<file path="config.mk">
export PLATFORM = sky130hd
export DESIGN_NAME = image_argmax_with_position
export DESIGN_NICKNAME = d
export VERILOG_FILES = /design/src/rtl/core/iamp_pkg.sv /design/src/rtl/core/iamp_front.sv /design/src/rtl/core/iamp_track.sv /design/src/rtl/core/image_argmax_with_position.sv
export SDC_FILE = /design/constraint.sdc
export NUM_CORES = 2
export LEC_CHECK = 0
export ABC_AREA = 1
export BUFFER_PORTS_ARGS = -buffer_cell sky130_fd_sc_hd__clkbuf_2
export CAP_MARGIN = 20
export CORE_AREA = 2 2 280 282
export DETAILED_ROUTE_END_ITERATION = 12
export DIE_AREA = 0 0 282 284
export GPL_ROUTABILITY_DRIVEN = 0
export GPL_TIMING_DRIVEN = 0
export PLACE_DENSITY = 0.63
export SLEW_MARGIN = 40
export SYNTH_ARGS = -nofsm -noshare
export SYNTH_HDL_FRONTEND = slang
export SYNTH_HIERARCHICAL = 1
export SYNTH_SLANG_ARGS = --single-unit
export TNS_END_PERCENT = 5
</file>
<file path="constraint.sdc">
create_clock -name clk -period 15.74 [get_ports clk]
set_clock_uncertainty 0.05 [all_clocks]
set_input_delay 3.148 -clock clk [delete_from_list [all_inputs] [get_ports clk]]
set_output_delay 3.148 -clock clk [all_outputs]
set_load 0.05 [all_outputs]
</file>
<file path="src/rtl/core/iamp_pkg.sv">
// ----------------------------------------------------------------------------
// iamp_pkg: shared types and constants for the image argmax block
// Holds the limits, sample format codes, register indexes and the payload
// structs that travel between the modules of the block.
// ----------------------------------------------------------------------------
`timescale 1ns / 1ps

package iamp_pkg;

  // Image limits.
  localparam int unsigned MAX_WIDTH  = 4096;
  localparam int unsigned MAX_HEIGHT = 4096;
  localparam int unsigned MAX_BANDS  = 16;

  // Field widths.
  localparam int unsigned SAMPLE_W = 32;
  localparam int unsigned VALUE_W  = 33;
  localparam int unsigned POS_W    = 12;
  localparam int unsigned BAND_W   = 4;
  localparam int unsigned WIDTH_W  = 13;
  localparam int unsigned BANDS_W  = 5;
  localparam int unsigned FMT_W    = 3;
  localparam int unsigned SQ_W     = 31;

  // Configuration port.
  localparam int unsigned CFG_IDX_W  = 2;
  localparam int unsigned CFG_DATA_W = 13;

  localparam logic [CFG_IDX_W-1:0] REG_IMAGE_WIDTH   = 2'd0;
  localparam logic [CFG_IDX_W-1:0] REG_BAND_COUNT    = 2'd1;
  localparam logic [CFG_IDX_W-1:0] REG_SAMPLE_FORMAT = 2'd2;

  // Sample formats.
  localparam logic [FMT_W-1:0] FMT_U8      = 3'd0;
  localparam logic [FMT_W-1:0] FMT_S8      = 3'd1;
  localparam logic [FMT_W-1:0] FMT_U16     = 3'd2;
  localparam logic [FMT_W-1:0] FMT_S16     = 3'd3;
  localparam logic [FMT_W-1:0] FMT_U32     = 3'd4;
  localparam logic [FMT_W-1:0] FMT_S32     = 3'd5;
  localparam logic [FMT_W-1:0] FMT_COMPLEX = 3'd6;

  typedef struct packed {
    logic [SAMPLE_W-1:0] sample;
    logic                last_item;
  } in_t;

  typedef struct packed {
    logic signed [VALUE_W-1:0] max_value;
    logic [POS_W-1:0]          max_x;
    logic [POS_W-1:0]          max_y;
  } out_t;

  typedef struct packed {
    logic [WIDTH_W-1:0] image_width;
    logic [BANDS_W-1:0] band_count;
    logic [FMT_W-1:0]   sample_format;
  } cfg_t;

  // Decoded sample held between the front end and the tracker.
  typedef struct packed {
    logic                      valid;
    logic                      cplx;
    logic signed [VALUE_W-1:0] value;
    logic [SQ_W-1:0]           re_sq;
    logic [SQ_W-1:0]           im_sq;
    logic [POS_W-1:0]          col;
    logic [POS_W-1:0]          row;
    logic                      last_item;
  } stage_t;

endpackage

</file>
<file path="src/rtl/core/iamp_front.sv">
// ----------------------------------------------------------------------------
// iamp_front: sample decode and raster position counters
// Decodes each accepted sample for the configured format, tags it with its
// pixel column and row, and holds the result in the stage register.
// ----------------------------------------------------------------------------
`timescale 1ns / 1ps

module iamp_front (
  input  logic             clk,
  input  logic             rst,
  input  iamp_pkg::cfg_t   cfg,
  input  logic             in_valid,
  output logic             in_ready,
  input  iamp_pkg::in_t    in_data,
  input  logic             consume,
  output iamp_pkg::stage_t stage
);
  import iamp_pkg::*;

  logic [BAND_W-1:0]  band_index;
  logic [POS_W-1:0]   column_index;
  logic [POS_W-1:0]   row_index;
  logic [BAND_W-1:0]  band_index_next;
  logic [POS_W-1:0]   column_index_next;
  logic [POS_W-1:0]   row_index_next;
  logic [BANDS_W-1:0] bands;
  logic [WIDTH_W-1:0] width;
  logic [BANDS_W-1:0] band_inc;
  logic [WIDTH_W-1:0] col_inc;
  logic [WIDTH_W-1:0] row_inc;
  logic               in_accept;

  logic signed [VALUE_W-1:0] dec_value;
  logic signed [15:0]        re;
  logic signed [15:0]        im;
  logic signed [31:0]        re_prod;
  logic signed [31:0]        im_prod;

  assign in_ready  = !stage.valid || consume;
  assign in_accept = in_valid && in_ready;

  // Zero bounds count as one; oversized bounds saturate.
  always_comb begin
    if (cfg.band_count == '0) begin
      bands = BANDS_W'(1);
    end else if (cfg.band_count > BANDS_W'(MAX_BANDS)) begin
      bands = BANDS_W'(MAX_BANDS);
    end else begin
      bands = cfg.band_count;
    end
    if (cfg.image_width == '0) begin
      width = WIDTH_W'(1);
    end else if (cfg.image_width > WIDTH_W'(MAX_WIDTH)) begin
      width = WIDTH_W'(MAX_WIDTH);
    end else begin
      width = cfg.image_width;
    end
  end

  always_comb begin
    band_inc          = {1'b0, band_index} + BANDS_W'(1);
    col_inc           = {1'b0, column_index} + WIDTH_W'(1);
    row_inc           = {1'b0, row_index} + WIDTH_W'(1);
    band_index_next   = band_inc[BAND_W-1:0];
    column_index_next = column_index;
    row_index_next    = row_index;
    if (band_inc >= bands) begin
      band_index_next   = '0;
      column_index_next = col_inc[POS_W-1:0];
      if (col_inc >= width) begin
        column_index_next = '0;
        row_index_next    = row_inc[POS_W-1:0];
        if (row_inc >= WIDTH_W'(MAX_HEIGHT)) begin
          row_index_next = '0;
        end
      end
    end
  end

  always_ff @(posedge clk) begin
    if (rst) begin
      band_index   <= '0;
      column_index <= '0;
      row_index    <= '0;
    end else if (in_accept) begin
      if (in_data.last_item) begin
        band_index   <= '0;
        column_index <= '0;
        row_index    <= '0;
      end else begin
        band_index   <= band_index_next;
        column_index <= column_index_next;
        row_index    <= row_index_next;
      end
    end
  end

  always_comb begin
    re      = in_data.sample[15:0];
    im      = in_data.sample[31:16];
    re_prod = re * re;
    im_prod = im * im;
    case (cfg.sample_format)
      FMT_U8:  dec_value = {25'b0, in_data.sample[7:0]};
      FMT_S8:  dec_value = {{25{in_data.sample[7]}}, in_data.sample[7:0]};
      FMT_U16: dec_value = {17'b0, in_data.sample[15:0]};
      FMT_S16: dec_value = {{17{in_data.sample[15]}}, in_data.sample[15:0]};
      FMT_S32: dec_value = {in_data.sample[31], in_data.sample};
      default: dec_value = {1'b0, in_data.sample};
    endcase
  end

  always_ff @(posedge clk) begin
    if (rst) begin
      stage.valid <= 1'b0;
    end else if (in_accept) begin
      stage.valid <= 1'b1;
    end else if (consume) begin
      stage.valid <= 1'b0;
    end
    if (in_accept) begin
      stage.cplx      <= (cfg.sample_format == FMT_COMPLEX);
      stage.value     <= dec_value;
      stage.re_sq     <= re_prod[SQ_W-1:0];
      stage.im_sq     <= im_prod[SQ_W-1:0];
      stage.col       <= column_index;
      stage.row       <= row_index;
      stage.last_item <= in_data.last_item;
    end
  end

endmodule

</file>
<file path="src/rtl/core/iamp_track.sv">
// ----------------------------------------------------------------------------
// iamp_track: running maximum and result register
// Compares each decoded sample against the best value so far, keeps the
// first position of the maximum and issues the result on the last sample.
// ----------------------------------------------------------------------------
`timescale 1ns / 1ps

module iamp_track (
  input  logic             clk,
  input  logic             rst,
  input  iamp_pkg::stage_t stage,
  output logic             consume,
  output logic             out_valid,
  input  logic             out_ready,
  output iamp_pkg::out_t   out_data
);
  import iamp_pkg::*;

  logic signed [VALUE_W-1:0] best_value;
  logic [POS_W-1:0]          best_column;
  logic [POS_W-1:0]          best_row;
  logic                      first_pending;

  logic [SQ_W:0]             mod_sum;
  logic signed [VALUE_W-1:0] cand;
  logic                      take;
  logic signed [VALUE_W-1:0] best_value_next;
  logic [POS_W-1:0]          best_column_next;
  logic [POS_W-1:0]          best_row_next;

  // A last sample waits only while an earlier result is still unclaimed.
  assign consume = stage.valid && (!stage.last_item || !out_valid || out_ready);

  always_comb begin
    mod_sum = {1'b0, stage.re_sq} + {1'b0, stage.im_sq};
    cand    = stage.cplx ? {1'b0, mod_sum} : stage.value;
    take    = first_pending || (cand > best_value);
    best_value_next  = take ? cand : best_value;
    best_column_next = take ? stage.col : best_column;
    best_row_next    = take ? stage.row : best_row;
  end

  always_ff @(posedge clk) begin
    if (rst) begin
      best_value    <= '0;
      best_column   <= '0;
      best_row      <= '0;
      first_pending <= 1'b1;
    end else if (consume) begin
      if (stage.last_item) begin
        best_value    <= '0;
        best_column   <= '0;
        best_row      <= '0;
        first_pending <= 1'b1;
      end else begin
        best_value    <= best_value_next;
        best_column   <= best_column_next;
        best_row      <= best_row_next;
        first_pending <= 1'b0;
      end
    end
  end

  always_ff @(posedge clk) begin
    if (rst) begin
      out_valid <= 1'b0;
    end else if (consume && stage.last_item) begin
      out_valid <= 1'b1;
    end else if (out_ready) begin
      out_valid <= 1'b0;
    end
  end

  always_ff @(posedge clk) begin
    if (consume && stage.last_item) begin
      out_data.max_value <= best_value_next;
      out_data.max_x     <= best_column_next;
      out_data.max_y     <= best_row_next;
    end
  end

endmodule

</file>
<file path="src/rtl/core/image_argmax_with_position.sv">
// ----------------------------------------------------------------------------
// image_argmax_with_position: greatest sample of an image and its position
// A result is registered when its last sample leaves the decode register.
// Throughput: one sample per cycle unless a result waits; the decode
// register and the compare and update register set that rate. A waiting
// result holds the next last sample in the decode register, and the input
// stalls behind it. Reset is synchronous: it empties the pipeline, clears
// the running maximum and counters, and sets width 1, 1 band, format u8.
// ----------------------------------------------------------------------------
`timescale 1ns / 1ps

module image_argmax_with_position (
  input  logic                                 clk,
  input  logic                                 rst,
  input  logic                                 cfg_valid,
  output logic                                 cfg_ready,
  input  logic [iamp_pkg::CFG_IDX_W-1:0]       cfg_index,
  input  logic [iamp_pkg::CFG_DATA_W-1:0]      cfg_data,
  input  logic                                 in_valid,
  output logic                                 in_ready,
  input  iamp_pkg::in_t                        in_data,
  output logic                                 out_valid,
  input  logic                                 out_ready,
  output iamp_pkg::out_t                       out_data
);
  import iamp_pkg::*;

  cfg_t   cfg;
  stage_t stage;
  logic   consume;

  assign cfg_ready = 1'b1;

  always_ff @(posedge clk) begin
    if (rst) begin
      cfg.image_width   <= WIDTH_W'(1);
      cfg.band_count    <= BANDS_W'(1);
      cfg.sample_format <= FMT_U8;
    end else if (cfg_valid) begin
      case (cfg_index)
        REG_IMAGE_WIDTH:   cfg.image_width   <= cfg_data[WIDTH_W-1:0];
        REG_BAND_COUNT:    cfg.band_count    <= cfg_data[BANDS_W-1:0];
        REG_SAMPLE_FORMAT: cfg.sample_format <= cfg_data[FMT_W-1:0];
        default: ;
      endcase
    end
  end

  iamp_front u_front (
    .clk      (clk),
    .rst      (rst),
    .cfg      (cfg),
    .in_valid (in_valid),
    .in_ready (in_ready),
    .in_data  (in_data),
    .consume  (consume),
    .stage    (stage)
  );

  iamp_track u_track (
    .clk       (clk),
    .rst       (rst),
    .stage     (stage),
    .consume   (consume),
    .out_valid (out_valid),
    .out_ready (out_ready),
    .out_data  (out_data)
  );

  // An empty stage register must always take a new transaction.
  a_ready_when_empty: assert property (@(posedge clk) disable iff (rst)
    !stage.valid |-> in_ready)
    else $error("input not ready while the stage register is empty");

  // Retiring a last sample always leaves a result on the output.
  a_last_gives_result: assert property (@(posedge clk) disable iff (rst)
    consume && stage.last_item |=> out_valid)
    else $error("last sample retired without a result");

  // A held sample keeps its position until it is retired.
  a_stage_holds: assert property (@(posedge clk) disable iff (rst)
    stage.valid && !consume |=> stage.valid && $stable(stage.col) && $stable(stage.row))
    else $error("stalled sample lost or changed");

  // A last sample is held back only behind an unclaimed result.
  a_stall_cause: assert property (@(posedge clk) disable iff (rst)
    stage.valid && !consume |-> stage.last_item && out_valid && !out_ready)
    else $error("stage stalled without a waiting result");

endmodule
</file>
==> out/qor.yml <==
worst_setup_path:
  crit_required_ns: 16.00
  crit_type: "input port to flip-flop"
  cpPeakStageDelay_ns: 0.57
  crit_top_cell: "nand2_1"
  end_kind: "flip-flop"
  slowest_stage: "clkbuf_1"
  arrival_ns: 9.77
  cp-start-kind: "input port"
  cp_max_fo: 10
drt:
  wl_um: 85300
  route.detailed.wl_per_inst_um: 15.4
  vias_per_cell: 4.87
  drc: 0
  final_antenna_net_count: 0
  via_count: 27000
  drt_iter0_drc: 1945
  drtPass1Iterations: 7
die:
  die-area_um2: 80100
  die_h_um: 284
  coreArea_um2: 77000
  num_rows: 102
  ioPinCount: 113
  die_w_um: 282
  initial_core_util_pct: 44.8
layout:
  nets: 5253
  seq_area_um2: 7440
  multiInputGateArea_um2: 22100
  area_delta_synth_final_pct: 8.30
  fillers: 7611
  drive_above_1_share_pct: 5.26
placed_design:
  hpwl_um: 72000
  io_buffers: 100
synth:
  synth_most_common_cell: "inv_1"
  synthXorXnorAreaFrac_pct: 2.57
  synth_fa_ha_area_share_pct: 36.1
  synth_top_area_share_pct: 26.7
  yosys.area_share.simple_pct: 20.5
  synth.avg_cell_area_um2: 7.94
  yosys-top-cells-count: "inv_1, nand2_1, fa_1"
  synth-seq-cells: 284
  synth_top_area_cell: "fa_1"
  ys_warn_count: 6
  synthFlopType: "edfxtp_1"
  synth_top_family_by_area: "adder cells"
  muxShareOfSynthArea_pct: 0.0617
  syn-instance-count: 4346
  synth.distinct_cells: 52
  async_flop_share_pct: 0
  synth.area.top_cells: "fa_1, edfxtp_1, inv_1, nand2_1, ha_1"
  synth-compound-area-share_pct: 4.86
  ys_seq_area_share_pct: 21.6
  synth_edf_count: 175
  syn_area_um2: 34500
global_route:
  antenna_found_initial: 1
  grt_max_degree: 84
  track_usage_pct: 21.8
  grt_overflow_total: 0
  grt_pass1_wl_um: 139000
  grt_pass1_vias: 26700
run:
  cap_violations: 0
timing:
  slew_headroom_pct: 43.3
  tightest_slew_ns: 0.851
  drv_slew: 0
  period_share_pct: 60.4
  setup_viol: 0
  rsz0062_at_grt: "false"
  clock.fmax_mhz: 105
  hold_viol: 0
  setup-tns-final_ns: 0
  fin_crit_ns: 9.51
cts:
  post_cts_buffers: 0
  clockBufferDepth: 3
  h-tree-depth: 1
  cts_tree: "yes"
  hold_buffers: 0
  clk_pin_slew_worst_paths_ns: 0.06
  cts_sinks: 284
  clock_latency_ns: 0.57
  cts_resized: 0
  cts_made_buffers: 30
  cts_root_buf: "clkbuf_16"
outcome:
  status: "completed"
hold_path:
  hold_path_class: "flip-flop to flip-flop"
[through the flow]
step / util, % / area, um2 / hold slack [ns] / worst slack (ns) / instances
floorplan: - / 34500 / 0.380 / 7.06 / 4347
global placement: 47.2 / 36300 / 0.395 / 5.68 / 5487
detailed placement: 47.2 / 36300 / 0.399 / 5.67 / 5489
CTS: 48.5 / 37300 / 0.414 / 6.28 / 5545
global route: 48.5 / 37300 / 0.427 / 5.86 / 5546
finish: 48.5 / 37300 / 0.416 / 6.23 / 5546
[cells by family after synthesis]
logic type | count (synthesis)
AOI/OAI and AO/OA | 305
xor gates and xnor gates | 101
adders and majority gates | 719
buffers and inverters | 1280
DFF | 284
muxes | 2
other | 2
and+or+nand+nor | 1653
[placed cells by master (no fill, tap or decap), drive strengths merged, types with 2 or more instances in the layout]
master    Yosys  layout
dfxtp       109     109
a21boi        7       7
nand2b        2       2
and2         60      60
a21o         15      15
o21ai        72      72
clkbuf       89     227
a31o          5       5
nor3         30      30
nand3b        2       2
xor2         78      78
buf          44      46
bufinv        0       4
or2          18      18
o21a          5       5
inv        1145    1146
nand4        90      90
a21oi       183     183
nand2      1009    1009
ha          259     259
clkinv        1      11
conb          2       3
clkinvlp      0       3
xnor2        23      23
nor2        223     223
fa          460     460
o21bai       15      15
edfxtp      175     175
nand3       212     212
nor4          5       5
[state kept, by name (all words and copies together), names as in the netlist]
register / count
u_track/best_row: 12
u_track/out_valid: 1
u_front/column_index: 12
u_front/band_index: 4
u_front/stage: 119
u_track/best_value: 33
u_front/row_index: 12
u_track/out_data: 57
u_track/first_pending: 1
u_track/best_column: 12
cfg: 21
[critical path, delay by kind of cell]
| family | cells | cell delay (ns) |
|---|---|---|
| AND/OR/NAND/NOR | 9 | 1.26 |
| buffers and inverters | 9 | 1.81 |
| adder cells (fa/ha/maj) | 7 | 3.51 |
[metal layers]
| metal | up-vias | track usage (%) | part of all wire, % |
|---|---|---|---|
| met5 | - | 0 | 0 |
| met4 | 0 | 4.30 | 1.9 |
| met3 | 82 | 2.26 | 5.6 |
| met2 | 679 | 36.9 | 48 |
| met1 | 12900 | 30.3 | 44 |
| li1 | 13300 | - | - |
[worst paths after layout]
kind                                            start               endpoint  slack, ns  depth (start not counted)
worst max-delay path                      in_data[16]      u_front/stage[86]       6.23                         25
worst max register to register      u_front/stage[79]   u_track/out_data[22]      11.32                         22
worst min register to register  u_front/band_index[3]  u_front/band_index[3]       0.42                          2
worst min-delay path            u_front/band_index[3]  u_front/band_index[3]       0.42                          2
[final cells by class]
type | count | share of cell area (%)
Buffer | 134 | 1.71
Tap cell | 1040 | 3.48
Clock inverter | 18 | 0.519
Antenna cell | 1 | 0.00670
Clock buffer | 38 | 2.15
Sequential cell | 284 | 19.9
Timing Repair Buffer | 102 | 1.47
Multi-Input combinational cell | 2783 | 59.2
Inverter | 1146 | 11.6
Power is not shown: default switching activity piles up to over one toggle a cycle in this logic, so the estimate is an artifact.
